$ cat config.mk
export PLATFORM = sky130hd
export DESIGN_NAME = crt_regs
export DESIGN_NICKNAME = d
export VERILOG_FILES = /design/src/rtl/core/crt_pkg.sv /design/src/rtl/core/crt_regs.sv
export SDC_FILE = /design/constraint.sdc
export NUM_CORES = 1
export LEC_CHECK = 0
export BUFFER_PORTS_ARGS = -buffer_cell sky130_fd_sc_hd__buf_2
export CELL_PAD_IN_SITES_DETAIL_PLACEMENT = 0
export CELL_PAD_IN_SITES_GLOBAL_PLACEMENT = 1
export CORE_MARGIN = 2
export CORE_UTILIZATION = 29
export CTS_CLUSTER_DIAMETER = 150
export DETAILED_ROUTE_END_ITERATION = 7
export PLACE_DENSITY_LB_ADDON = 0.3
export SYNTH_ARGS = -nofsm -noshare
export SYNTH_HDL_FRONTEND = slang
export SYNTH_SLANG_ARGS = --single-unit
export TNS_END_PERCENT = 5
$ cat constraint.sdc
create_clock -name clk -period 1.2 [get_ports clk]
set_input_delay 0.12 -clock clk [delete_from_list [all_inputs] [get_ports clk]]
set_output_delay 0.12 -clock clk [all_outputs]
set_load 0.02 [all_outputs]
$ cat src/rtl/core/crt_pkg.sv
// Package for the chunk retrieval tracker: field widths, operation and action
// codes, controller states and the structs shared by the core modules.
// No dependencies.
`default_nettype none

package crt_pkg;

  // Fixed field widths.
  localparam int OP_W     = 3;
  localparam int VER_W    = 10;
  localparam int CLASS_W  = 16;
  localparam int CHUNK_W  = 12;
  localparam int MCOUNT_W = 16;
  localparam int ACT_W    = 3;
  localparam int ICC_W    = 13;

  // Wide enough for any bit index or count up to the largest bitmap size.
  localparam int IDX_X_W = 17;

  // Default bitmap geometry. The word width must be a power of two.
  localparam int MAP_BITS_DEF      = 4096;
  localparam int MAP_WORD_BITS_DEF = 32;

  // Reset value of the initial chunk count register.
  localparam logic [ICC_W-1:0] ICC_RESET = 13'd1000;

  // Configuration port.
  localparam int APB_AW = 4;
  localparam int APB_DW = 32;
  localparam logic [1:0] REG_GATEWAY_MODE = 2'd0;
  localparam logic [1:0] REG_CASCADE_MODE = 2'd1;
  localparam logic [1:0] REG_OWN_CLASS    = 2'd2;
  localparam logic [1:0] REG_INIT_COUNT   = 2'd3;

  typedef enum logic [OP_W-1:0] {
    OP_MANIFEST_DATA = 3'd0,
    OP_CHUNK_DATA    = 3'd1,
    OP_CHUNK_REQ     = 3'd2,
    OP_MANIFEST_REQ  = 3'd3,
    OP_CACHE_QUERY   = 3'd4,
    OP_RETRY_TICK    = 3'd5
  } op_t;

  typedef enum logic [ACT_W-1:0] {
    ACT_PASS         = 3'd0,
    ACT_REQ_MANIFEST = 3'd1,
    ACT_REQ_CHUNK    = 3'd2,
    ACT_SERVE        = 3'd3,
    ACT_CONSUME      = 3'd4,
    ACT_CACHE        = 3'd5,
    ACT_NO_CACHE     = 3'd6
  } act_t;

  typedef enum logic [2:0] {
    S_IDLE,
    S_DECODE,
    S_LAST_RD,
    S_EVAL,
    S_SET_WR,
    S_SCAN,
    S_RESULT
  } state_t;

  typedef struct packed {
    logic                gateway_mode;
    logic                cascade_mode;
    logic [CLASS_W-1:0]  own_class;
    logic [ICC_W-1:0]    initial_chunk_count;
  } cfg_t;

  typedef struct packed {
    logic             load;
    logic [ICC_W-1:0] value;
  } cnt_load_t;

  typedef struct packed {
    logic [OP_W-1:0]     operation;
    logic [VER_W-1:0]    item_version;
    logic [CLASS_W-1:0]  item_class;
    logic [CHUNK_W-1:0]  item_chunk;
    logic [MCOUNT_W-1:0] manifest_count;
    logic                from_local;
  } item_t;

  typedef struct packed {
    act_t               action;
    logic [VER_W-1:0]   out_version;
    logic [CHUNK_W-1:0] out_chunk;
  } res_t;

  // Commands from the controller to the datapath.
  typedef struct packed {
    logic capture;
    logic adopt;
    logic rd_chunk;
    logic rd_last;
    logic cap_chunk_bit;
    logic wr_set;
    logic scan_init;
    logic scan_step;
    logic set_res;
    act_t res_act;
    logic push;
  } cmd_t;

  // Status from the datapath to the controller.
  typedef struct packed {
    op_t  op;
    logic gw;
    logic cascade;
    logic from_local;
    logic ver_gt;
    logic ver_eq;
    logic ver_lt;
    logic ver_gt_next;
    logic cls_eq;
    logic cur_none;
    logic in_range;
    logic rd_bit;
    logic chunk_held;
    logic count_zero;
    logic scan_found;
    logic scan_last;
    logic out_free;
  } stat_t;

endpackage

`default_nettype wire

$ cat src/rtl/core/crt_regs.sv
// Configuration registers of the tracker behind an APB-style port.
// Depends on crt_pkg for the register map and the cfg_t struct.
`default_nettype none

module crt_regs import crt_pkg::*; (
  input  logic              clk,
  input  logic              rst,
  input  logic              psel,
  input  logic              penable,
  input  logic              pwrite,
  input  logic [APB_AW-1:0] paddr,
  input  logic [APB_DW-1:0] pwdata,
  output logic [APB_DW-1:0] prdata,
  output logic              pready,
  output cfg_t              cfg,
  output cnt_load_t         cnt_load
);

  logic       wr;
  logic [1:0] idx;

  assign pready = 1'b1;
  assign wr     = psel && penable && pwrite;
  assign idx    = paddr[APB_AW-1:2];

  always_ff @(posedge clk) begin
    if (rst) begin
      cfg.gateway_mode        <= 1'b0;
      cfg.cascade_mode        <= 1'b0;
      cfg.own_class           <= '0;
      cfg.initial_chunk_count <= ICC_RESET;
    end else if (wr) begin
      unique case (idx)
        REG_GATEWAY_MODE: cfg.gateway_mode        <= pwdata[0];
        REG_CASCADE_MODE: cfg.cascade_mode        <= pwdata[0];
        REG_OWN_CLASS:    cfg.own_class           <= pwdata[CLASS_W-1:0];
        REG_INIT_COUNT:   cfg.initial_chunk_count <= pwdata[ICC_W-1:0];
      endcase
    end
  end

  // Writing the initial count also reloads the working chunk count.
  assign cnt_load.load  = wr && (idx == REG_INIT_COUNT);
  assign cnt_load.value = pwdata[ICC_W-1:0];

  always_comb begin
    unique case (idx)
      REG_GATEWAY_MODE: prdata = APB_DW'(cfg.gateway_mode);
      REG_CASCADE_MODE: prdata = APB_DW'(cfg.cascade_mode);
      REG_OWN_CLASS:    prdata = APB_DW'(cfg.own_class);
      REG_INIT_COUNT:   prdata = APB_DW'(cfg.initial_chunk_count);
    endcase
  end

endmodule

`default_nettype wire

==> run summary <==
The register with the most flip-flops in the final layout is cfg. Cells with a size suffix above 1 make up 42.5% of the layout. Cell row count: 28. The largest registers in the layout are cfg: 31 flops.

The run gives 3.35 mm as the estimated wirelength of the detail-placed design. The logs give 0 for the diode insertion count for antenna repair and -142 ps for the setup TNS after final layout. The number of non-filler instances in the completed layout was 350. For this design the ratio of total power to cell area is 970 mW/mm².

The post-synthesis cell count came out at 197. Summed instance area of the synthesized netlist: 0.00182 mm². The first element of the critical path is cfg[0].

The floorplan step set the die width to 83.3 µm. The source of the worst register-to-register timing path is cfg[13]. Signed area change from the synthesized netlist to the final layout: 27.6%. Root buffer cell: sky130_fd_sc_hd__clkbuf_8. For the worst setup path, the data required time is 1080 ps.

The final-layout fill cell count was 642. Input and output buffers added on the ports amount to 83. For this configuration, the core starts out at a cell density of 30.4%.

For the number of maximum-capacitance constraint violations, the log shows 0. The synthesized flop and latch total is 31. The number of antenna violations at the first check in global routing was 0; the cell area after placement was 0.00219 mm². Setup repair after global routing could not meet its margin everywhere. For the total global-route track usage, the log shows 13.3%. The count of endpoints failing hold in the final timing report is 0, and the count of clock tree sinks is 31. The first detailed-routing pass took 4 iterations. Measured along the y axis, the die boundary spans 83.3 µm. For this block, wires on met1 add up to 2.13 mm.

The tools report the residual antenna-violating net count after detailed routing as 0. The met2 routed wirelength came out at 1.98 mm. In this run the number of H-tree levels came out at 2. The register with the most flip-flops in the layout has 31 of them. During synthesis, Yosys emitted a total of 0 warnings.

The final worst-path cycle share is 112%, and the maximum buffer depth of the clock tree is 2. In the detailed route, the total length drawn on met3 is 359 µm. The first global-routing pass estimated 7.32 mm of wire. Counting the buffers created by CTS gives 5. The tools report the source of the worst hold timing path as pwdata[14]. The critical path is of the flop to output port type. The logs give 0.00693 mm² for the die footprint and 315 for the net count of the finished layout. The via count of the first global-routing pass was 1442.

Dividing the detail-routed wire length by the instance count gives 12.9 µm. The run finished, with violations left. The largest fanout on the critical path came out at 2. The number of buffers added to fix hold violations after cts is 0.

Summed over all cells, the static leakage comes to 1.14 nW. IR analysis of the VDD net gives a maximum drop of 0.354 mV. Footprint of the flip-flops and latches: 628 µm². In the final layout, the multi-input gates occupy 948 µm². At the placement stage, the worst setup path has a slack of 30.6 ps. Ranked by total cell area, the synthesized netlist is headed by sky130_fd_sc_hd__dfxtp_1, sky130_fd_sc_hd__mux2i_1, sky130_fd_sc_hd__buf_4. Final-report setup violation count: 1. Summing internal, switching and leakage power gives 0.00225 W. In this run the mean area of a mapped cell was 9.25 µm².

For this design the top-level I/O count stands at 119. For this block, the routed nets add up to 4.52 mm of wire. At the end of routability-driven placement, the weighted congestion stood at 0.694. Kind of end point of the critical path: an output port. Most area-hungry cell type in the Yosys netlist: sky130_fd_sc_hd__dfxtp_1.

Sequential elements use 34.1% of the synthesized area. The minimum setup slack in the final design is -142 ps, and the routed via count divided by cell count is 4.33. The run gives 0 ps as the worst clock skew on the final layout. Based on the critical path, the design can be clocked at up to 745 MHz.

The time the final worst path needs with I/O delays and setup is 1340 ps. For this run, design rule violations remaining after detail routing come to 0. Counting tap cells, the placed design contains a total of 339 instances. The startpoint kind of the worst setup timing path was a flop. In this run, the number of DRC markers left after iteration 0 of detailed routing was 42. Summing all non-filler instances in the final layout gives an area of 0.00232 mm². The routed layout has 1514 vias. Entering global routing, the biggest net connects 29 pins.

For the floorplan core area, the log shows 0.00599 mm². The class of the tightest hold or removal check was input pin to flop. For the number of pins exceeding their max-slew limit in the final report, the log shows 0. After global routing the overflow that remains totals 0. Area share of the largest cell type after synthesis: 34.1%. Counting distinct cell types in the post-synthesis netlist gives 22. The checks that failed: negative setup slack. Routed signal wires occupy layers up through met4. TritonCTS built the clock tree. The data arrival time at the worst-slack endpoint is 1220 ps, and the worst-skew pair later-pin latency is 280 ps.

The clock transition at the register clock pins on the worst setup and hold paths after CTS came out at 70 ps.
## worst max-delay path: stages (launching register included)
cell	delay, ps
sky130_fd_sc_hd__dfxtp_2	320
sky130_fd_sc_hd__mux4_2	470
sky130_fd_sc_hd__buf_6	150
## final timing paths
check,end,slack (ps),depth (start not counted)
min,cfg[27],100,3
min reg2reg,cfg[20],480,2
max,prdata[0],-140,2
max reg2reg,cfg[13],510,3
## where the power goes
part	switching (W)	leakage (nW)	internal, W	total [W]
clock	0.000395	0.0422	0.000406	0.000802
sequential	0.00000934	0.253	0.00104	0.00105
combinational	0.000242	0.849	0.000158	0.000400
## Yosys cell counts
cell                       number
sky130_fd_sc_hd__and2_1         3
sky130_fd_sc_hd__and2_4         1
sky130_fd_sc_hd__and3_1         1
sky130_fd_sc_hd__buf_2          3
sky130_fd_sc_hd__buf_4         32
sky130_fd_sc_hd__buf_6          2
sky130_fd_sc_hd__clkbuf_1       7
sky130_fd_sc_hd__conb_1         2
sky130_fd_sc_hd__dfxtp_1       31
sky130_fd_sc_hd__inv_4          1
sky130_fd_sc_hd__mux2i_1       34
sky130_fd_sc_hd__mux4_2         1
sky130_fd_sc_hd__nand2_1        1
sky130_fd_sc_hd__nand2b_1      32
sky130_fd_sc_hd__nand3_2        1
sky130_fd_sc_hd__nand3b_1       1
sky130_fd_sc_hd__nand4b_1       9
sky130_fd_sc_hd__nor2_1        12
sky130_fd_sc_hd__nor2b_1       12
sky130_fd_sc_hd__nor2b_4        1
sky130_fd_sc_hd__nor3b_1        1
sky130_fd_sc_hd__o21ai_1        9
## layout make-up
type                            count  share of cell area [%]
Clock buffer                        7                    3.28
Clock inverter                      1                   0.215
Inverter                            1                   0.269
Multi-Input combinational cell    136                    40.8
Sequential cell                    31                    27.0
Tap cell                           75                    4.04
Timing Repair Buffer               99                    24.4
## cell usage in the layout (no fill, tap or decap), drive strengths merged, types with 4 or more instances in the layout
| master | Yosys | routed |
|---|---|---|
| buf | 37 | 99 |
| mux2i | 34 | 34 |
| nand2b | 32 | 32 |
| dfxtp | 31 | 31 |
| conb | 2 | 17 |
| nor2b | 13 | 13 |
| nor2 | 12 | 12 |
| nand4b | 9 | 9 |
| o21ai | 9 | 9 |
| clkbuf | 7 | 7 |
| and2 | 4 | 4 |
## cell families (layout without fill, tap and decap cells)
kind of cell	after synthesis	count (layout)	synth area share, %
AO/OA/AOI/OAI	9	9	2.47
buffers and inverters	45	108	17.0
other	2	17	0.412
multiplexers	35	35	19.9
AND/OR/NAND/NOR	75	75	26.1
flip-flops	31	31	34.1
## per-stage QoR
step	utilization [%]	hold WS, ps
2_1_floorplan	-	286
3_3_place_gp	36.6	392
3_5_place_dp	36.6	397
4_1_cts	38.5	89.1
5_1_grt	38.8	101
6_report	38.8	97.9
## routing by layer
layer  track usage, %  vias to the layer above
li1                 -                      757
met1             17.2                      690
met2             20.3                       61
met3             5.07                        6
met4             4.02                        0
met5                0                        -
## what timing repair did
item / CTS / global route
endpoints found under the setup margin: 1 / 8
hold endpoints to repair: 0 / 0
gates resized for setup: 5 / 9
setup buffers: 3 / 0
No activity file was read; power rests on OpenSTA's default activity.
