File: config.mk
export PLATFORM = sky130hd
export DESIGN_NAME = crt_dpath
export DESIGN_NICKNAME = d
export VERILOG_FILES = /design/src/rtl/core/crt_pkg.sv /design/src/rtl/core/crt_dpath.sv
export SDC_FILE = /design/constraint.sdc
export NUM_CORES = 2
export LEC_CHECK = 0
export ABC_AREA = 0
export BUFFER_PORTS_ARGS = -buffer_cell sky130_fd_sc_hd__clkbuf_2
export CELL_PAD_IN_SITES_DETAIL_PLACEMENT = 1
export CELL_PAD_IN_SITES_GLOBAL_PLACEMENT = 1
export CORE_MARGIN = 1.5
export CORE_UTILIZATION = 54
export DETAILED_ROUTE_END_ITERATION = 16
export GPL_ROUTABILITY_DRIVEN = 0
export PLACE_DENSITY_LB_ADDON = 0.1
export SETUP_SLACK_MARGIN = 0.05
export SYNTH_ARGS = -nofsm -noshare
export SYNTH_HDL_FRONTEND = slang
export SYNTH_SLANG_ARGS = --single-unit
File: constraint.sdc
create_clock -name clk -period 9.55 [get_ports clk]
set_clock_uncertainty 0.15 [all_clocks]
set_input_delay 2.3875 -clock clk [delete_from_list [all_inputs] [get_ports clk]]
set_output_delay 2.3875 -clock clk [all_outputs]
set_load 0.01 [all_outputs]
File: src/rtl/core/crt_pkg.sv
// Package for the chunk retrieval tracker: field widths, operation and action
// codes, controller states and the structs shared by the core modules.
// No dependencies.
`default_nettype none

package crt_pkg;

  // Fixed field widths.
  localparam int OP_W     = 3;
  localparam int VER_W    = 10;
  localparam int CLASS_W  = 16;
  localparam int CHUNK_W  = 12;
  localparam int MCOUNT_W = 16;
  localparam int ACT_W    = 3;
  localparam int ICC_W    = 13;

  // Wide enough for any bit index or count up to the largest bitmap size.
  localparam int IDX_X_W = 17;

  // Default bitmap geometry. The word width must be a power of two.
  localparam int MAP_BITS_DEF      = 4096;
  localparam int MAP_WORD_BITS_DEF = 32;

  // Reset value of the initial chunk count register.
  localparam logic [ICC_W-1:0] ICC_RESET = 13'd1000;

  // Configuration port.
  localparam int APB_AW = 4;
  localparam int APB_DW = 32;
  localparam logic [1:0] REG_GATEWAY_MODE = 2'd0;
  localparam logic [1:0] REG_CASCADE_MODE = 2'd1;
  localparam logic [1:0] REG_OWN_CLASS    = 2'd2;
  localparam logic [1:0] REG_INIT_COUNT   = 2'd3;

  typedef enum logic [OP_W-1:0] {
    OP_MANIFEST_DATA = 3'd0,
    OP_CHUNK_DATA    = 3'd1,
    OP_CHUNK_REQ     = 3'd2,
    OP_MANIFEST_REQ  = 3'd3,
    OP_CACHE_QUERY   = 3'd4,
    OP_RETRY_TICK    = 3'd5
  } op_t;

  typedef enum logic [ACT_W-1:0] {
    ACT_PASS         = 3'd0,
    ACT_REQ_MANIFEST = 3'd1,
    ACT_REQ_CHUNK    = 3'd2,
    ACT_SERVE        = 3'd3,
    ACT_CONSUME      = 3'd4,
    ACT_CACHE        = 3'd5,
    ACT_NO_CACHE     = 3'd6
  } act_t;

  typedef enum logic [2:0] {
    S_IDLE,
    S_DECODE,
    S_LAST_RD,
    S_EVAL,
    S_SET_WR,
    S_SCAN,
    S_RESULT
  } state_t;

  typedef struct packed {
    logic                gateway_mode;
    logic                cascade_mode;
    logic [CLASS_W-1:0]  own_class;
    logic [ICC_W-1:0]    initial_chunk_count;
  } cfg_t;

  typedef struct packed {
    logic             load;
    logic [ICC_W-1:0] value;
  } cnt_load_t;

  typedef struct packed {
    logic [OP_W-1:0]     operation;
    logic [VER_W-1:0]    item_version;
    logic [CLASS_W-1:0]  item_class;
    logic [CHUNK_W-1:0]  item_chunk;
    logic [MCOUNT_W-1:0] manifest_count;
    logic                from_local;
  } item_t;

  typedef struct packed {
    act_t               action;
    logic [VER_W-1:0]   out_version;
    logic [CHUNK_W-1:0] out_chunk;
  } res_t;

  // Commands from the controller to the datapath.
  typedef struct packed {
    logic capture;
    logic adopt;
    logic rd_chunk;
    logic rd_last;
    logic cap_chunk_bit;
    logic wr_set;
    logic scan_init;
    logic scan_step;
    logic set_res;
    act_t res_act;
    logic push;
  } cmd_t;

  // Status from the datapath to the controller.
  typedef struct packed {
    op_t  op;
    logic gw;
    logic cascade;
    logic from_local;
    logic ver_gt;
    logic ver_eq;
    logic ver_lt;
    logic ver_gt_next;
    logic cls_eq;
    logic cur_none;
    logic in_range;
    logic rd_bit;
    logic chunk_held;
    logic count_zero;
    logic scan_found;
    logic scan_last;
    logic out_free;
  } stat_t;

endpackage

`default_nettype wire

File: src/rtl/core/crt_dpath.sv
// Datapath of the tracker: item register, version and count, the bitmap
// memory with per-word valid bits, the scan counters and the result registers.
// Depends on crt_pkg for the item, result, command and status structs.
`default_nettype none

module crt_dpath import crt_pkg::*; #(
  parameter int MAP_BITS      = MAP_BITS_DEF,
  parameter int MAP_WORD_BITS = MAP_WORD_BITS_DEF
) (
  input  logic      clk,
  input  logic      rst,
  input  item_t     item_in,
  input  cfg_t      cfg,
  input  cnt_load_t cnt_load,
  input  cmd_t      cmd,
  output stat_t     stat,
  output logic      res_valid,
  input  logic      res_ready,
  output res_t      res
);

  localparam int WORDS   = (MAP_BITS + MAP_WORD_BITS - 1) / MAP_WORD_BITS;
  localparam int WADDR_W = (WORDS > 1) ? $clog2(WORDS) : 1;
  localparam int WB_W    = $clog2(MAP_WORD_BITS);
  localparam int CNT_W   = $clog2(MAP_BITS + 1);
  localparam int XW      = IDX_X_W;
  localparam logic [XW-1:0] MAP_LIMIT = XW'(MAP_BITS);
  localparam logic [CNT_W-1:0] CNT_RESET =
    (XW'(ICC_RESET) > MAP_LIMIT) ? CNT_W'(MAP_BITS) : CNT_W'(ICC_RESET);

  item_t              itm;
  logic               cur_none;
  logic [VER_W-1:0]   cur_ver;
  logic [CNT_W-1:0]   count;

  logic [MAP_WORD_BITS-1:0] map_mem [WORDS];
  logic [WORDS-1:0]         valid;
  logic [MAP_WORD_BITS-1:0] mem_q;
  logic                     valid_q;
  logic [WB_W-1:0]          bitpos_q;
  logic                     rd_ok_q;
  logic [MAP_WORD_BITS-1:0] eff_q;
  logic [MAP_WORD_BITS-1:0] wdata;
  logic                     chunk_held;

  logic                     rd_en;
  logic [WADDR_W-1:0]       raddr;
  logic [WB_W-1:0]          rbit;
  logic                     rok;

  logic [XW-1:0]      chunk_x;
  logic               in_range;
  logic [WADDR_W-1:0] chunk_word;
  logic [WB_W-1:0]    chunk_bit;
  logic [XW-1:0]      cm1;
  logic [WADDR_W-1:0] last_word;
  logic [WB_W-1:0]    last_rem;

  logic [WADDR_W-1:0]       rd_idx;
  logic [WADDR_W-1:0]       chk_idx;
  logic                     chk_valid;
  logic [MAP_WORD_BITS-1:0] mask;
  logic [MAP_WORD_BITS-1:0] missing;
  logic [WB_W-1:0]          first;
  logic [XW-1:0]            found_x;

  act_t               res_act_p;
  logic [VER_W-1:0]   res_ver_p;
  logic [CHUNK_W-1:0] res_chunk_p;
  logic [VER_W-1:0]   ver_p;
  logic [CHUNK_W-1:0] chunk_p;
  logic [XW-1:0]      mcount_x;
  logic [XW-1:0]      icc_x;

  always_ff @(posedge clk) begin
    if (cmd.capture) begin
      itm <= item_in;
    end
  end

  // Item geometry.
  assign chunk_x    = XW'(itm.item_chunk);
  assign in_range   = chunk_x < MAP_LIMIT;
  assign chunk_word = WADDR_W'(chunk_x >> WB_W);
  assign chunk_bit  = WB_W'(chunk_x);
  assign cm1        = XW'(count) - XW'(1);
  assign last_word  = WADDR_W'(cm1 >> WB_W);
  assign last_rem   = WB_W'(cm1);
  assign mcount_x   = XW'(itm.manifest_count);
  assign icc_x      = XW'(cnt_load.value);

  // Version and count.
  always_ff @(posedge clk) begin
    if (rst) begin
      cur_none <= 1'b1;
      cur_ver  <= '0;
      count    <= CNT_RESET;
    end else if (cmd.adopt) begin
      cur_none <= 1'b0;
      cur_ver  <= itm.item_version;
      count    <= (mcount_x > MAP_LIMIT) ? CNT_W'(MAP_BITS) : CNT_W'(mcount_x);
    end else if (cnt_load.load) begin
      count    <= (icc_x > MAP_LIMIT) ? CNT_W'(MAP_BITS) : CNT_W'(icc_x);
    end
  end

  // Single read port of the bitmap memory.
  always_comb begin
    rd_en = 1'b1;
    raddr = '0;
    rbit  = '0;
    rok   = 1'b1;
    priority if (cmd.rd_chunk) begin
      raddr = in_range ? chunk_word : '0;
      rbit  = chunk_bit;
      rok   = in_range;
    end else if (cmd.rd_last) begin
      raddr = last_word;
      rbit  = last_rem;
    end else if (cmd.scan_step) begin
      raddr = rd_idx;
    end else begin
      rd_en = 1'b0;
    end
  end

  assign eff_q = valid_q ? mem_q : '0;
  assign wdata = eff_q | (MAP_WORD_BITS'(1) << bitpos_q);

  always_ff @(posedge clk) begin
    if (rd_en) begin
      mem_q    <= map_mem[raddr];
      valid_q  <= valid[raddr];
      bitpos_q <= rbit;
      rd_ok_q  <= rok;
    end
    if (cmd.wr_set) begin
      map_mem[chunk_word] <= wdata;
    end
  end

  // A word that is not valid reads as all zero, so a new manifest clears the
  // whole bitmap by clearing only the valid bits.
  always_ff @(posedge clk) begin
    if (rst || cmd.adopt) begin
      valid <= '0;
    end else if (cmd.wr_set) begin
      valid[chunk_word] <= 1'b1;
    end
  end

  always_ff @(posedge clk) begin
    if (cmd.cap_chunk_bit) begin
      chunk_held <= stat.rd_bit;
    end
  end

  // Scan: one word read per cycle, checked in the cycle after.
  always_ff @(posedge clk) begin
    if (rst) begin
      rd_idx    <= '0;
      chk_valid <= 1'b0;
    end else begin
      chk_valid <= cmd.scan_step;
      if (cmd.scan_init) begin
        rd_idx <= '0;
      end else if (cmd.scan_step && (rd_idx != last_word)) begin
        rd_idx <= rd_idx + WADDR_W'(1);
      end
    end
  end

  always_ff @(posedge clk) begin
    if (cmd.scan_step) begin
      chk_idx <= rd_idx;
    end
  end

  always_comb begin
    for (int j = 0; j < MAP_WORD_BITS; j++) begin
      mask[j] = (chk_idx != last_word) || (WB_W'(j) <= last_rem);
    end
  end

  assign missing = ~eff_q & mask;

  always_comb begin
    first = '0;
    for (int j = MAP_WORD_BITS - 1; j >= 0; j--) begin
      if (missing[j]) begin
        first = WB_W'(j);
      end
    end
  end

  assign found_x = (XW'(chk_idx) << WB_W) | XW'(first);

  // Status.
  always_comb begin
    stat.op          = op_t'(itm.operation);
    stat.gw          = cfg.gateway_mode;
    stat.cascade     = cfg.cascade_mode;
    stat.from_local  = itm.from_local;
    stat.ver_gt      = cur_none || (itm.item_version > cur_ver);
    stat.ver_eq      = !cur_none && (itm.item_version == cur_ver);
    stat.ver_lt      = !cur_none && (itm.item_version < cur_ver);
    stat.ver_gt_next = cur_none ? (itm.item_version != '0)
                                : ({1'b0, itm.item_version} > ({1'b0, cur_ver} + 11'd1));
    stat.cls_eq      = itm.item_class == cfg.own_class;
    stat.cur_none    = cur_none;
    stat.in_range    = in_range;
    stat.rd_bit      = cfg.gateway_mode || (rd_ok_q && eff_q[bitpos_q]);
    stat.chunk_held  = chunk_held;
    stat.count_zero  = count == '0;
    stat.scan_found  = chk_valid && (|missing);
    stat.scan_last   = chk_valid && (chk_idx == last_word);
    stat.out_free    = !res_valid || res_ready;
  end

  // Result fields follow from the action.
  always_comb begin
    ver_p   = '0;
    chunk_p = '0;
    unique case (cmd.res_act)
      ACT_REQ_MANIFEST: ver_p = cur_none ? '0 : (cur_ver + VER_W'(1));
      ACT_REQ_CHUNK: begin
        ver_p   = cur_ver;
        chunk_p = CHUNK_W'(found_x);
      end
      ACT_SERVE: begin
        ver_p   = cfg.gateway_mode ? '0 : cur_ver;
        chunk_p = itm.item_chunk;
      end
      default: begin
        ver_p   = '0;
        chunk_p = '0;
      end
    endcase
  end

  always_ff @(posedge clk) begin
    if (cmd.set_res) begin
      res_act_p   <= cmd.res_act;
      res_ver_p   <= ver_p;
      res_chunk_p <= chunk_p;
    end
  end

  // Output register.
  always_ff @(posedge clk) begin
    if (rst) begin
      res_valid <= 1'b0;
    end else if (cmd.push) begin
      res_valid <= 1'b1;
    end else if (res_ready) begin
      res_valid <= 1'b0;
    end
  end

  always_ff @(posedge clk) begin
    if (cmd.push) begin
      res.action      <= res_act_p;
      res.out_version <= res_ver_p;
      res.out_chunk   <= res_chunk_p;
    end
  end

`ifndef SYNTH
  // A new manifest leaves no word of the bitmap marked as written.
  a_adopt_clears: assert property (@(posedge clk) disable iff (rst)
    cmd.adopt |=> (valid == '0))
    else $error("bitmap not cleared after manifest adoption");

  // A missing chunk found by the scan always lies below the chunk count.
  a_found_in_count: assert property (@(posedge clk) disable iff (rst)
    stat.scan_found |-> (found_x < XW'(count)))
    else $error("scan found a chunk beyond the chunk count");

  // A result is moved to the output register only when the slot is free.
  a_push_free: assert property (@(posedge clk) disable iff (rst)
    cmd.push |-> (!res_valid || res_ready))
    else $error("result pushed over an untaken beat");
`endif

endmodule

`default_nettype wire

==> run_results.csv <==
group,metric,value,unit
outcome,outcome,"finished clean",
clock_tree,ctsResizeCount,0,
logic_synthesis,syn_area,0.173,mm^2
timing,postLayoutSetupSlackWorst,0.980,ns
pwr,combPwrFrac,10.7,%
critical_path,path_cells,"inv_1 > ha_1 > or4b_1 > nor3_1 > a22oi_1 > nand4_2 > nor4b_4 > a2bb2oi_1 > or2_1 > or3_1 > o41a_1 > clkbuf_2",
critical_path,crit_fanout,18,
cells_and_area,num-nets-final,11629,
global_route,grt_max_degree,170,
floorplan,die_area,0.323,mm^2
logic_synthesis,ys_ff_latch,4411,
clock_tree,clock-sinks,4411,
pwr,power_frac_seq,50.3,%
logic_synthesis,ys.warnings.count,0,
logic_synthesis,synthFlopType,"edfxtp_1",
global_route,antenna_found_initial,33,
critical_path,critPathKind,"register to primary output",
floorplan,initial_core_util,54.3,%
global_route,grt.overflow.total,0,
logic_synthesis,synth-compound-area-share,3.05,%
logic_synthesis,synth.top_cell.area_share,73.9,%
timing,setup_viol_count_final,0,
timing,max_freq,0.117,GHz
timing,tightest_slew,1.49,ns
timing,hold_violations,0,
worst_hold_path,hold_path.class,"register to register",
clock_tree,path_clk_slew,0.06,ns
floorplan,fp.dieH,568,um
logic_synthesis,synth-simple-area-share,11.9,%
logic_synthesis,postSynthCellCount,11193,
critical_path,cp_slowest_cell,"nor4b_4",
cells_and_area,final_common_cell,"edfxtp_1",
cells_and_area,drive_above_1_share,16.4,%
routing,vias,105753,
pwr,ir_drop,0.195,mV
routing,ant_nets,0,
logic_synthesis,yosys-top-cells-area,"edfxtp_1 74%, mux4_2 7.0%, nand3_1 5.4%",
timing,rsz0062_at_grt,"false",
pwr,internal_power,32.9,mW
logic_synthesis,syn_nets,11338,
clock_tree,cts_tree,"built",
clock_tree,clockBufferDepth,4,
floorplan,num_rows,207,
clock_tree,cts_buffers,442,
clock_tree,post_cts_buffers,0,
logic_synthesis,muxShareOfSynthArea,7.10,%
routing,drc,0,
routing,dr.first_iter.drc_count,13593,
floorplan,coreArea,0.318,mm^2
routing,post_drt_wl_per_cell,34.5,um
floorplan,chipWidth,568,um
timing,finalSetupTns,0,ns
timing,worst_slew_margin_rel,0.543,%
critical_path,slowest_delay,0.99,ns
clock_tree,insertion_delay,1.01,ns
routing,drt-total-wl,553000,um
timing,min_period,8.57,ns
cells_and_area,synthToLayoutAreaGrowth,13.1,%
critical_path,cpLargestDelayFamily,"simple AND/OR/NAND/NOR gates",
place,dp_slack,1.14,ns
logic_synthesis,synth_top_family_by_area,"simple AND/OR/NAND/NOR gates",
flow_run,maxCapViolations,0,
floorplan,ios,164,
pwr,p_leak,65.2,nW
pwr,swShare,25.1,%
critical_path,startpoint_type,"register",
pwr,power_density,225,mW/mm^2
logic_synthesis,synth_edf_count,4250,
critical_path,critPathCaptureType,"primary output",
critical_path,cp.required,7.01,ns
clock_tree,htreeDepth,5,
place,io_buffers,147,
logic_synthesis,synth-seq-area-share,75.8,%
global_route,grt_pass1_wl,787000,um
critical_path,cp.buffers_inverters,2,
logic_synthesis,synth-xor-area-share,0.270,%
timing,finalCritPeriodShare,89.7,%
logic_synthesis,synth_top_cell_by_area,"edfxtp_1",
clock_tree,clock-root-buffer,"clkbuf_16",
logic_synthesis,synthAdderAreaFrac,0.188,%
pwr,clockPowerShare,39.1,%
routing,viasPerCell,6.59,
clock_tree,hold_buffers,0,
critical_path,cp_data_arrival_time,6.03,ns
place,dp_hpwl,307000,um
timing,maxSlewViolCount,0,
global_route,track_usage,34.1,%
routing,drt_first_pass_iters,6,
logic_synthesis,synth_area_per_cell,15.4,um^2
global_route,grt_pass1_vias,109641,
pwr,power.switching,11.0,mW
cells_and_area,final_cell_mix,"4250 x edfxtp_1, 2273 x nand2_1, 1850 x nand3_1, 538 x mux4_2, 449 x clkbuf_16",
logic_synthesis,async_reset_ff_share,0,%
logic_synthesis,synthDistinctLibCells,86,
[path summary, 6_finish.rpt]
| kind | start | end | slack (ns) | cells after the start |
|---|---|---|---|---|
| max | count[0] | stat[2] | 0.98 | 12 |
| min | res_ver_p[1] | res[13] | 0.27 | 0 |
| max reg2reg | count[0] | mem_q[4] | 2.38 | 14 |
| min reg2reg | res_ver_p[1] | res[13] | 0.27 | 0 |
[layer usage]
layer | GRT usage [%] | share of wire, % | vias to the layer above
li1 | - | - | 43438
met2 | 54.6 | 47 | 5535
met5 | 0 | 0.014 | -
met1 | 44.4 | 37 | 55492
met4 | 19.0 | 6.5 | 10
met3 | 6.18 | 9.5 | 1278
[stage by stage]
stage          cell area [um^2]  util [%]  instances  hold WS (ns)  power [mW]
3_5_place_dp             181000      56.9      15219         0.256        27.0
2_1_floorplan            173000         -      11193         0.250        25.1
6_report                 195000      61.4      16043         0.267        43.9
3_3_place_gp             181000      56.9      15218         0.251        26.9
4_1_cts                  195000      61.4      16033         0.269        44.0
5_1_grt                  195000      61.4      16036         0.270        44.9
[cell families (layout without fill, tap and decap cells)]
group / Yosys count / in the layout
AOI/OAI and AO/OA: 754 / 754
xor gates and xnor gates: 50 / 50
adders and majority gates: 26 / 26
buffers and inverters: 750 / 1411
DFF: 4411 / 4411
other: 1 / 10
and+or+nand+nor: 4650 / 4650
muxes: 551 / 551
[registers in the layout (all words and copies together), names as in the netlist]
register,cells
map_mem,4096
valid,128
itm,42
mem_q,32
res,25
count,13
res_chunk_p,12
cur_ver,10
res_ver_p,10
chk_idx,7
chunk_word,7
rd_idx,7
bitpos_q,5
chunk_bit,5
stat,4
res_act_p,3
chk_valid,1
chunk_held,1
cur_none,1
res_valid,1
valid_q,1
[power groups by stage]
stage               Sequential (mW)  Combinational [mW]  Clock (mW)
floorplan                      22.6                2.48           0
global placement               22.4                4.41           0
detailed placement             22.5                4.58           0
CTS                            22.1                4.61        17.3
global route                   22.1                4.90        17.9
finish                         22.1                4.69        17.2
[worst register-to-register path, cell delays in order (launching register included)]
cell     delay, ns
dfxtp_1       0.47
inv_1         0.19
ha_1          0.28
or4b_1        0.68
nor3_1        0.42
o21ai_1       0.21
a31oi_4       0.86
buf_4         0.61
buf_4         0.73
mux4_2        0.44
a22oi_1       0.32
nand4_1       0.49
nor3_1        0.71
buf_4         0.28
nand3_1       0.08
[synthesized netlist by cell type (all sizes together), types with 12 or more instances]
master   instances
edfxtp        4250
nand2         2274
nand3         1852
mux4           538
clkbuf         505
nor2           253
buf            220
a21oi          163
dfxtp          161
a22oi          136
o21a           134
nand4          114
o21ai           77
nor3            52
a31oi           43
xnor2           37
o2111ai         36
a2111oi         34
a32oi           34
ha              26
inv             24
nor4            15
nand2b          13
and2            12
nor2b           12
or2             12
[final cells by class]
class,instances,area (um^2)
repair buffers,572,4550
flip-flops and latches,4411,131000
clock inverters,235,2180
diodes,9,22.5
clock buffers,579,12000
inverters,25,93.8
well taps,4180,5230
multi-input cells,6032,40400
fillers,28536,123000
(Power assumes the default switching activity.)
