<file path="src/rtl/core/crt_pkg.sv">
// Package for the chunk retrieval tracker: field widths, operation and action
// codes, controller states and the structs shared by the core modules.
// No dependencies.
`default_nettype none

package crt_pkg;

  // Fixed field widths.
  localparam int OP_W     = 3;
  localparam int VER_W    = 10;
  localparam int CLASS_W  = 16;
  localparam int CHUNK_W  = 12;
  localparam int MCOUNT_W = 16;
  localparam int ACT_W    = 3;
  localparam int ICC_W    = 13;

  // Wide enough for any bit index or count up to the largest bitmap size.
  localparam int IDX_X_W = 17;

  // Default bitmap geometry. The word width must be a power of two.
  localparam int MAP_BITS_DEF      = 4096;
  localparam int MAP_WORD_BITS_DEF = 32;

  // Reset value of the initial chunk count register.
  localparam logic [ICC_W-1:0] ICC_RESET = 13'd1000;

  // Configuration port.
  localparam int APB_AW = 4;
  localparam int APB_DW = 32;
  localparam logic [1:0] REG_GATEWAY_MODE = 2'd0;
  localparam logic [1:0] REG_CASCADE_MODE = 2'd1;
  localparam logic [1:0] REG_OWN_CLASS    = 2'd2;
  localparam logic [1:0] REG_INIT_COUNT   = 2'd3;

  typedef enum logic [OP_W-1:0] {
    OP_MANIFEST_DATA = 3'd0,
    OP_CHUNK_DATA    = 3'd1,
    OP_CHUNK_REQ     = 3'd2,
    OP_MANIFEST_REQ  = 3'd3,
    OP_CACHE_QUERY   = 3'd4,
    OP_RETRY_TICK    = 3'd5
  } op_t;

  typedef enum logic [ACT_W-1:0] {
    ACT_PASS         = 3'd0,
    ACT_REQ_MANIFEST = 3'd1,
    ACT_REQ_CHUNK    = 3'd2,
    ACT_SERVE        = 3'd3,
    ACT_CONSUME      = 3'd4,
    ACT_CACHE        = 3'd5,
    ACT_NO_CACHE     = 3'd6
  } act_t;

  typedef enum logic [2:0] {
    S_IDLE,
    S_DECODE,
    S_LAST_RD,
    S_EVAL,
    S_SET_WR,
    S_SCAN,
    S_RESULT
  } state_t;

  typedef struct packed {
    logic                gateway_mode;
    logic                cascade_mode;
    logic [CLASS_W-1:0]  own_class;
    logic [ICC_W-1:0]    initial_chunk_count;
  } cfg_t;

  typedef struct packed {
    logic             load;
    logic [ICC_W-1:0] value;
  } cnt_load_t;

  typedef struct packed {
    logic [OP_W-1:0]     operation;
    logic [VER_W-1:0]    item_version;
    logic [CLASS_W-1:0]  item_class;
    logic [CHUNK_W-1:0]  item_chunk;
    logic [MCOUNT_W-1:0] manifest_count;
    logic                from_local;
  } item_t;

  typedef struct packed {
    act_t               action;
    logic [VER_W-1:0]   out_version;
    logic [CHUNK_W-1:0] out_chunk;
  } res_t;

  // Commands from the controller to the datapath.
  typedef struct packed {
    logic capture;
    logic adopt;
    logic rd_chunk;
    logic rd_last;
    logic cap_chunk_bit;
    logic wr_set;
    logic scan_init;
    logic scan_step;
    logic set_res;
    act_t res_act;
    logic push;
  } cmd_t;

  // Status from the datapath to the controller.
  typedef struct packed {
    op_t  op;
    logic gw;
    logic cascade;
    logic from_local;
    logic ver_gt;
    logic ver_eq;
    logic ver_lt;
    logic ver_gt_next;
    logic cls_eq;
    logic cur_none;
    logic in_range;
    logic rd_bit;
    logic chunk_held;
    logic count_zero;
    logic scan_found;
    logic scan_last;
    logic out_free;
  } stat_t;

endpackage

`default_nettype wire

</file>
<file path="src/rtl/core/crt_ctrl.sv">
// Controller of the tracker: a state machine that sequences lookups, the
// read-modify-write of a bitmap word and the missing-chunk scan.
// Depends on crt_pkg for states, commands and status.
`default_nettype none

module crt_ctrl import crt_pkg::*; (
  input  logic  clk,
  input  logic  rst,
  input  logic  accept,
  output logic  ready,
  input  stat_t stat,
  output cmd_t  cmd
);

  state_t state;
  state_t state_next;

  // Decisions taken in the decode state.
  state_t dec_next;
  act_t   dec_act;
  logic   dec_adopt;
  logic   dec_rd;
  logic   dec_scan;

  act_t   eval_act;
  logic   scan_done;
  act_t   scan_act;

  always_comb begin
    dec_next  = S_RESULT;
    dec_act   = ACT_PASS;
    dec_adopt = 1'b0;
    dec_rd    = 1'b0;
    dec_scan  = 1'b0;
    unique case (stat.op)
      OP_MANIFEST_DATA: begin
        if (!stat.gw && stat.ver_gt) begin
          dec_adopt = 1'b1;
          dec_scan  = 1'b1;
          dec_next  = S_SCAN;
        end
      end
      OP_CHUNK_DATA: begin
        if (!stat.gw && stat.ver_eq && stat.cls_eq) begin
          if (stat.in_range) begin
            dec_rd   = 1'b1;
            dec_next = S_SET_WR;
          end else begin
            dec_scan = 1'b1;
            dec_next = S_SCAN;
          end
        end
      end
      OP_CHUNK_REQ: begin
        priority if (stat.from_local) begin
          dec_act = ACT_PASS;
        end else if (!stat.gw && stat.ver_gt) begin
          dec_act = ACT_REQ_MANIFEST;
        end else if (!stat.gw && stat.ver_lt) begin
          dec_act = ACT_CONSUME;
        end else begin
          dec_rd   = 1'b1;
          dec_next = S_LAST_RD;
        end
      end
      OP_MANIFEST_REQ: begin
        if (!stat.gw && !stat.from_local && stat.ver_gt_next) begin
          dec_act = ACT_REQ_MANIFEST;
        end
      end
      OP_CACHE_QUERY: begin
        dec_rd   = 1'b1;
        dec_next = S_EVAL;
      end
      OP_RETRY_TICK: begin
        priority if (stat.gw) begin
          dec_act = ACT_PASS;
        end else if (stat.cur_none) begin
          dec_act = ACT_REQ_MANIFEST;
        end else begin
          dec_scan = 1'b1;
          dec_next = S_SCAN;
        end
      end
      default: dec_act = ACT_PASS;
    endcase
  end

  // In the evaluate state the read data holds the chunk bit for a cache
  // query, or the last chunk's bit for a chunk request.
  always_comb begin
    if (stat.op == OP_CACHE_QUERY) begin
      if (!stat.gw && stat.ver_eq && stat.cls_eq && stat.rd_bit) begin
        eval_act = ACT_NO_CACHE;
      end else begin
        eval_act = ACT_CACHE;
      end
    end else begin
      priority if (stat.cascade && !(stat.count_zero || stat.rd_bit)) begin
        eval_act = ACT_CONSUME;
      end else if (stat.chunk_held && (stat.gw || stat.cls_eq)) begin
        eval_act = ACT_SERVE;
      end else begin
        eval_act = ACT_PASS;
      end
    end
  end

  assign scan_done = stat.count_zero || stat.scan_found || stat.scan_last;
  assign scan_act  = (!stat.count_zero && stat.scan_found) ? ACT_REQ_CHUNK : ACT_PASS;

  always_ff @(posedge clk) begin
    if (rst) begin
      state <= S_IDLE;
    end else begin
      state <= state_next;
    end
  end

  always_comb begin
    state_next = state;
    unique case (state)
      S_IDLE:    if (accept) state_next = S_DECODE;
      S_DECODE:  state_next = dec_next;
      S_LAST_RD: state_next = S_EVAL;
      S_EVAL:    state_next = S_RESULT;
      S_SET_WR:  state_next = S_SCAN;
      S_SCAN:    if (scan_done) state_next = S_RESULT;
      S_RESULT:  if (stat.out_free) state_next = S_IDLE;
      default:   state_next = S_IDLE;
    endcase
  end

  always_comb begin
    cmd   = '0;
    ready = 1'b0;
    unique case (state)
      S_IDLE: begin
        ready       = 1'b1;
        cmd.capture = accept;
      end
      S_DECODE: begin
        cmd.adopt     = dec_adopt;
        cmd.rd_chunk  = dec_rd;
        cmd.scan_init = dec_scan;
        cmd.set_res   = (dec_next == S_RESULT);
        cmd.res_act   = dec_act;
      end
      S_LAST_RD: begin
        cmd.cap_chunk_bit = 1'b1;
        cmd.rd_last       = 1'b1;
      end
      S_EVAL: begin
        cmd.set_res = 1'b1;
        cmd.res_act = eval_act;
      end
      S_SET_WR: begin
        cmd.wr_set    = 1'b1;
        cmd.scan_init = 1'b1;
      end
      S_SCAN: begin
        cmd.set_res   = scan_done;
        cmd.res_act   = scan_act;
        cmd.scan_step = !scan_done;
      end
      S_RESULT: begin
        cmd.push = stat.out_free;
      end
      default: cmd = '0;
    endcase
  end

endmodule

`default_nettype wire

</file>
<file path="config.mk">
export PLATFORM = sky130hd
export DESIGN_NAME = crt_ctrl
export DESIGN_NICKNAME = d
export VERILOG_FILES = /design/src/rtl/core/crt_pkg.sv /design/src/rtl/core/crt_ctrl.sv
export SDC_FILE = /design/constraint.sdc
export NUM_CORES = 1
export LEC_CHECK = 0
export BUFFER_PORTS_ARGS = -buffer_cell sky130_fd_sc_hd__buf_2
export CAP_MARGIN = 10
export CORE_AREA = 2 2 40 42
export CTS_BUF_LIST = sky130_fd_sc_hd__clkbuf_8
export CTS_CLUSTER_DIAMETER = 30
export CTS_CLUSTER_SIZE = 14
export DETAILED_ROUTE_END_ITERATION = 10
export DIE_AREA = 0 0 42 44
export PLACE_DENSITY_LB_ADDON = 0.1
export SLEW_MARGIN = 20
export SYNTH_ARGS = -nofsm -noshare
export SYNTH_HDL_FRONTEND = slang
export SYNTH_SLANG_ARGS = --single-unit
export TNS_END_PERCENT = 1
</file>
<file path="constraint.sdc">
create_clock -name clk -period 1.3 [get_ports clk]
set_input_delay 0.065 -clock clk [delete_from_list [all_inputs] [get_ports clk]]
set_output_delay 0.065 -clock clk [all_outputs]
set_load 0.05 [all_outputs]
</file>
==> results of run 1 <==
[area by class of cell]
type | count | area (µm²)
clock buffer | 3 | 41.3
clock inverter | 1 | 3.75
fill | 88 | 244
inverter | 3 | 11.3
multi-input combinational | 70 | 617
sequential | 3 | 63.8
tap | 16 | 20.0
timing repair buffer | 55 | 418
[metrics by stage]
stage                     util [%]  power [W]  hold slack [ns]  setup slack (ns)  setup TNS [ns]
final                         82.8    0.00137           0.0995            -0.126          -0.517
after global routing          82.8    0.00144            0.107            -0.168          -0.894
after CTS                     79.7    0.00131           0.0783            -0.106          -0.425
after detailed placement      65.0   0.000859            0.285           -0.0864          -0.292
after global placement        65.0   0.000845            0.282           -0.0597          -0.183
after floorplan                  -   0.000670            0.138            -0.262           -1.39
[routing by layer]
metal  global-route usage [%]  wire length, µm
met2                     41.6             1050
met5                        0                0
met4                     8.39               34
met1                     32.3              977
met3                     5.83               97
[kinds of logic (layout without fill, tap and decap cells)]
family                 Yosys count  after routing  share of synthesized area [%]
and+or+nand+nor                 45             45                           48.4
AOI/OAI and AO/OA               24             24                           30.9
buffers and inverters            9             62                           8.28
DFF                              3              3                           10.5
muxes                            1              1                           1.96
[layout by cell type, fill, tap and decap left out, types with 2 or more instances in the layout]
master	instances
o21ai_2	5
nor3b_1	3
or3b_4	2
nand3_1	2
o21ai_0	3
dfxtp_2	3
buf_6	16
o21a_1	2
nor3b_4	2
buf_2	22
inv_1	3
nor2_1	6
o21ai_1	2
a21oi_2	2
nand2b_1	3
buf_4	17
nand2_1	7
clkbuf_8	3
nor3_1	4
[what timing repair did]
item / in CTS / in global routing
buffers inserted: 6 / 0
resized for setup: 35 / 14
endpoints found under the setup margin: 12 / 16
pin swaps: 5 / 3
hold endpoints to repair: 0 / 0
[power by group]
group	internal, W	total, W	switching (W)
Clock	0.000202	0.000270	0.0000684
Sequential	0.000117	0.000138	0.0000208
Combinational	0.000404	0.000963	0.000559
[how the worst max path moves through the flow]
stage | end | depth (start not counted) | slack, ns | startpoint
after floorplan | state[0] | 5 | -0.26 | state[1]
after global placement | cmd[1] | 4 | -0.06 | state[2]
after detailed placement | cmd[1] | 4 | -0.09 | state[2]
after CTS | cmd[1] | 4 | -0.11 | state[2]
after global routing | cmd[1] | 4 | -0.17 | state[2]
final | cmd[1] | 4 | -0.13 | state[2]
==> flow_summary.ini, run 1 <==
[final_layout]
antennaDiodeCount = 0
drive_above_1_share_pct = 65.9
finalInstanceArea_um2 = 1170
largest_registers = state x3
max_flop_register = state
largest_reg_flops = 3
nets = 158
syn2layout_area_growth_pct = 105
fin_cells = 151

[critical_path]
cp.arrival_ns = 1.36
criticalPathCategory = flip-flop to output port
r2r_slack_ns = 0.06
start_kind = flip-flop
rr_startpoint = state[2]
cpMaxStageDelayCell = dfxtp_2
cp_max_fo = 4
reg2reg_depth = 6
timing.critical_path.buf_inv = 1
cpPeakStageDelay_ns = 0.32
r2r-end = state[0]
worstPathRequired_ns = 1.24
cp_cell_sequence = and2b_2 -> nand2b_4 -> o32ai_4 -> buf_6
cp-end-kind = output port
critical_path.top_delay_family = simple AND/OR/NAND/NOR gates

[logic_synthesis]
synth_top_area_cell = dfxtp_1
synth_top_area_share_pct = 10.5
synth.most_common_cell = nand2_1
ys_ff_latch = 3
synth_edf_count = 0
yosys-top-cells-area = dfxtp_1, nor3_1, nand2_1
syn-cell-area_um2 = 574
async_flop_share_pct = 0
synth_cell_type_count = 38
synth.cells.most_frequent = nand2_1, nor2_1, nor3_1, o21ai_0
synth_nets = 104
synth_flop_cell = dfxtp_1
ys_seq_area_share_pct = 10.5
ys_warn_count = 0
syn_area_per_cell_um2 = 7.00
netlist_instances = 82

[clock_network]
cts.clk_slew.worst_paths_ns = 0.03
cts_max_level = 1
clock_latency_ns = 0.22
cts_buffer_depth = 2
tritoncts = yes
numCtsBuffers = 3
cts_root_buffer = clkbuf_8
holdBufCountCts = 0
numClockSinks = 3

[worst_hold_path]
whs_path_depth = 2
min_to = state[2]
min_from = rst
hold_class = input port to flip-flop

[place]
routabilityCongestion = 0.769
dp_cells = 141
hpwl_um = 1490
port_buffers = 35
dpl_cell_area_um2 = 922

[timing]
final.setup.worst_slack_ns = -0.126
period_minus_slack_ns = 1.43
finalHoldViolCount = 0
report.final.slew_viol_count = 0
max_slew_margin_pct = 62.8
skew_ns = 0.00308
rsz0062_at_grt = true
period_share_pct = 110
tightest_slew_ns = 0.554
fmax_mhz = 701
setup_violations = 7

[global_route]
grt_pass1_wl_um = 3640
track_usage_pct = 25.2
grt_pass1_vias = 852
antenna_found_initial = 0
grt-ovfl-total = 0
grt_max_degree = 11

[power_and_ir_drop]
p_leak_nw = 0.509
ir_worst_vdd_v = 0.00151
powerDensity_nw_per_um2 = 1170

[floorplanning]
ioPinCount = 36
core_region_area_um2 = 1420
row_count = 14
initial_core_util_pct = 40.5
die_h_um = 44
die-area_um2 = 1850
die-width_um = 42

[drt]
via_count = 856
dr.pass1.iters = 4
drt_iter0_drc = 13
vias_per_cell = 5.67
routedWlPerCell_um = 14.3
drc_errors = 0
totalWireLength_um = 2160
final_antenna_net_count = 0

[outcome]
violations = negative setup slack
status = finished with violations

[job]
maxCapViolCount = 0
Note: power is estimated with default switching activity, not from simulation.
==> run 2, diff against run 1 <==
- CORE_AREA: 2 2 40 42 -> 2 2 42 44
- DIE_AREA: 0 0 42 44 -> 0 0 44 46
- clock period: 1.3 -> 1.17 ns (I/O delays scaled with it)
==> flow_summary.ini, run 2 (synthesized netlist as in run 1, its figures left out) <==
[final_layout]
syn2layout_area_growth_pct = 107
antennaDiodeCount = 0
fillers = 130
drive_above_1_share_pct = 64.0
final_common_cell = buf_2
max_flop_register = state
regArea_um2 = 63.8
multi_input_area_um2 = 592
largest_registers = state x3
post-route-util_pct = 73.8
largest_reg_flops = 3
nets = 162
final_cell_mix = buf_2, buf_4, buf_6

[timing]
max_slew_margin_pct = 69.4
setup_violations = 15
finalHoldViolCount = 0
whs_ns = 0.0823
skew_ns = 0.00138
report.final.slew_viol_count = 0
tightest_slew_ns = 0.453
period_share_pct = 124
rsz0062_at_grt = true
fmax_mhz = 689
final.setup.worst_slack_ns = -0.280
tns_ns = -2.41
period_minus_slack_ns = 1.45

[clock_network]
numClockSinks = 3
holdBufCountCts = 0
tritoncts = yes
cts.clk_slew.worst_paths_ns = 0.03
cts_buffer_depth = 2
cts_max_level = 1
cts_root_buffer = clkbuf_8
clock_latency_ns = 0.21
numCtsBuffers = 3

[floorplanning]
initial_core_util_pct = 35.6
die-area_um2 = 2020
die_h_um = 46
core_region_area_um2 = 1610
die-width_um = 44
ioPinCount = 36
row_count = 15

[global_route]
grt_max_degree = 9
grt_pass1_wl_um = 3640
grt-ovfl-total = 0
track_usage_pct = 24.0
grt_pass1_vias = 854
antenna_found_initial = 0

[worst_hold_path]
hold_class = input port to flip-flop

[place]
routabilityCongestion = 0.814
dp_slack_ns = -0.225
hpwl_um = 1530
port_buffers = 35

[drt]
drc_errors = 0
drt_iter0_drc = 10
routedWlPerCell_um = 15.1
final_antenna_net_count = 0
vias_per_cell = 5.70
dr.pass1.iters = 4
via_count = 889
totalWireLength_um = 2360

[power_and_ir_drop]
switchingPower_w = 0.000714
p_leak_nw = 0.529
powerDensity_nw_per_um2 = 1270
seqPwrFrac_pct = 9.9
intPower_w = 0.000798
clkPwrFrac_pct = 19.4
p_comb_share_pct = 70.7
ir_worst_vdd_v = 0.000752
switching_share_pct = 47.2

[critical_path]
cp_max_fo = 8
criticalPathCategory = input port to output port
worstPathRequired_ns = 1.11
cp-end-kind = output port
cp.arrival_ns = 1.39
start_kind = input port

[outcome]
status = finished with violations
violations = negative setup slack

[job]
maxCapViolCount = 0
[run 2: stage by stage]
| step | power (W) | std cells | cell area [µm²] |
|---|---|---|---|
| 6_report | 0.00151 | 156 | 1190 |
| 3_3_place_gp | 0.000968 | 148 | 968 |
| 3_5_place_dp | 0.000978 | 148 | 968 |
| 4_1_cts | 0.00147 | 156 | 1180 |
| 5_1_grt | 0.00158 | 156 | 1190 |
| 2_1_floorplan | 0.000744 | 82 | 664 |
[run 2: layer usage]
metal | GRT usage, % | up-vias | routed length, µm
li1 | - | 424 | -
met5 | 0 | - | 0
met2 | 45.0 | 40 | 1240
met1 | 28.8 | 419 | 963
met3 | 2.78 | 6 | 125
met4 | 6.06 | 0 | 27
[run 2: worst paths after layout]
path	from	endpoint	slack (ns)	cells past startpoint
worst max-delay path	stat[18]	cmd[4]	-0.28	7
worst min-delay path	rst	state[2]	0.08	2
worst max register to register	state[1]	state[0]	-0.16	6
worst min register to register	state[0]	state[0]	0.75	3
[run 2: cell type report]
| cell class | instances | share of cell area, % |
|---|---|---|
| repair buffers | 59 | 38.4 |
| clock inverters | 1 | 0.315 |
| flip-flops and latches | 3 | 5.36 |
| clock buffers | 3 | 3.47 |
| inverters | 3 | 0.945 |
| well taps | 17 | 1.79 |
| multi-input cells | 70 | 49.7 |
[run 2: power groups by stage]
| stage | Sequential (W) | Combinational (W) | Clock [W] |
|---|---|---|---|
| after floorplan | 0.000142 | 0.000602 | 0 |
| after global placement | 0.000137 | 0.000831 | 0 |
| after detailed placement | 0.000138 | 0.000840 | 0 |
| after CTS | 0.000145 | 0.00103 | 0.000295 |
| after global routing | 0.000149 | 0.00112 | 0.000313 |
| final | 0.000149 | 0.00107 | 0.000294 |
[run 2: critical path: stages]
cell and delay [ns]:
buf_2 0.15, nor3b_1 0.16, buf_4 0.15, a41oi_1 0.38
nand2_1 0.13, o21ai_2 0.18, buf_6 0.19
[run 2: repair_timing]
| item | CTS | global route |
|---|---|---|
| pin swaps | 6 | 2 |
| endpoints found under the setup margin | 16 | 16 |
| resized for setup | 40 | 5 |
| gates cloned | 0 | 0 |
| setup buffers | 4 | 0 |
==> run 3, diff against run 2 <==
- CELL_PAD_IN_SITES_DETAIL_PLACEMENT: default -> 1
- CELL_PAD_IN_SITES_GLOBAL_PLACEMENT: default -> 1
- CORE_AREA: 2 2 42 44 -> 2 2 50 52
- DIE_AREA: 0 0 44 46 -> 0 0 52 54
==> flow_summary.ini, run 3 (synthesized netlist as in run 1, its figures left out) <==
[outcome]
status = finished with violations
violations = negative setup slack

[critical_path]
cp_max_fo = 5
cpPeakStageDelay_ns = 0.34
cp-end-kind = output port
worstPathRequired_ns = 1.11
cp.arrival_ns = 1.32
criticalPathCategory = flip-flop to output port
cpMostUsedCell = buf_6
cpMaxStageDelayCell = dfxtp_2
start_kind = flip-flop
cp_cell_sequence = buf_6 -> and4bb_1 -> nor3b_4 -> buf_6

[clock_network]
cts.clk_slew.worst_paths_ns = 0.04
tritoncts = yes
cts_root_buffer = clkbuf_8
numCtsBuffers = 3
numClockSinks = 3
cts_buffer_depth = 2
clock_latency_ns = 0.22
cts_max_level = 1
holdBufCountCts = 0

[drt]
top_layer = met4
via_count = 866
vias_per_cell = 5.03
drc_errors = 0
drt_iter0_drc = 14
routedWlPerCell_um = 14.3
final_antenna_net_count = 0
dr_wl_met3_um = 99
wl_met1_um = 1010
totalWireLength_um = 2460
dr.pass1.iters = 4
wl_met2_um = 1320

[final_layout]
largest_reg_flops = 3
fillers = 277
final_common_cell = buf_2
regArea_um2 = 66.3
max_flop_register = state
finalInstanceArea_um2 = 1280
largest_registers = state x3
multi_input_area_um2 = 609
final_cell_mix = buf_2, buf_4, buf_6
nets = 165
syn2layout_area_growth_pct = 122
antennaDiodeCount = 0
drive_above_1_share_pct = 66.9

[floorplanning]
row_count = 18
die-width_um = 52
ioPinCount = 36
initial_core_util_pct = 24.8
die_h_um = 54
core_region_area_um2 = 2320
die-area_um2 = 2810

[place]
hpwl_um = 1700
port_buffers = 35
routabilityCongestion = 0.788
dpl_cell_area_um2 = 985

[worst_hold_path]
hold_class = input port to flip-flop

[timing]
finalHoldViolCount = 0
final.setup.worst_slack_ns = -0.210
period_share_pct = 118
skew_ns = 0.00905
tns_ns = -2.08
setup_violations = 15
max_slew_margin_pct = 62.8
report.final.slew_viol_count = 0
rsz0062_at_grt = true
period_minus_slack_ns = 1.38
fmax_mhz = 725
tightest_slew_ns = 0.553

[global_route]
track_usage_pct = 19.3
grt_pass1_wl_um = 4100
grt_max_degree = 10
antenna_found_initial = 0
grt_pass1_vias = 886
grt-ovfl-total = 0

[power_and_ir_drop]
p_leak_nw = 0.553
ir_worst_vdd_v = 0.000764
powerDensity_nw_per_um2 = 1270
power_w = 0.00162

[job]
maxCapViolCount = 0
==> run 3: cell count changes in the layout (fill, tap and decap cells not counted), sizes merged <==
cell | before | now
buf | 59 | 62
==> run 3: critical path, delay by kind of cell (launching register included) <==
family | cells | cell delay (ns)
buffers and inverters | 2 | 0.31
flip-flops | 1 | 0.34
AND/OR/NAND/NOR | 2 | 0.44
==> run 3: worst paths after layout <==
kind / from / endpoint / slack (ns) / cells after the start
setup / recovery: state[0] / cmd[5] / -0.21 / 4
hold / removal: rst / state[1] / 0.07 / 2
setup reg to reg: state[0] / state[0] / -0.17 / 6
hold reg to reg: state[1] / state[2] / 0.67 / 2
==> run 3: timing repair <==
item / 4_1_cts / 5_1_grt
hold endpoints to repair: 0 / 0
endpoints found under the setup margin: 15 / 17
resized for setup: 50 / 7
pin swaps: 10 / 2
buffers inserted: 6 / 1
==> run 3: report_power, final <==
| part | switching, W | internal (W) |
|---|---|---|
| logic | 0.000640 | 0.000520 |
| registers | 0.0000295 | 0.000132 |
| clock network | 0.0000786 | 0.000224 |
==> run 3: stage by stage <==
| stage | hold slack (ns) | cells | utilization, % | setup WS (ns) |
|---|---|---|---|---|
| after floorplan | 0.131 | 82 | - | -0.392 |
| after global placement | 0.279 | 161 | 42.4 | -0.201 |
| after detailed placement | 0.283 | 161 | 42.4 | -0.213 |
| after CTS | 0.0452 | 171 | 53.9 | -0.192 |
| after global routing | 0.0868 | 172 | 55.1 | -0.277 |
| final | 0.0748 | 172 | 55.1 | -0.210 |
==> run 3: final cells by class <==
cell class | count | share of cell area, %
flip-flops and latches | 3 | 5.19
well taps | 30 | 2.94
inverters | 3 | 0.881
clock buffers | 3 | 3.23
repair buffers | 62 | 39.8
multi-input cells | 70 | 47.7
clock inverters | 1 | 0.294
==> run 3: metal layers <==
metal / global-route usage [%] / vias up
met2: 35.4 / 27
met4: 4.39 / 0
li1: - / 426
met1: 24.2 / 409
met3: 1.94 / 4
met5: 0 / -
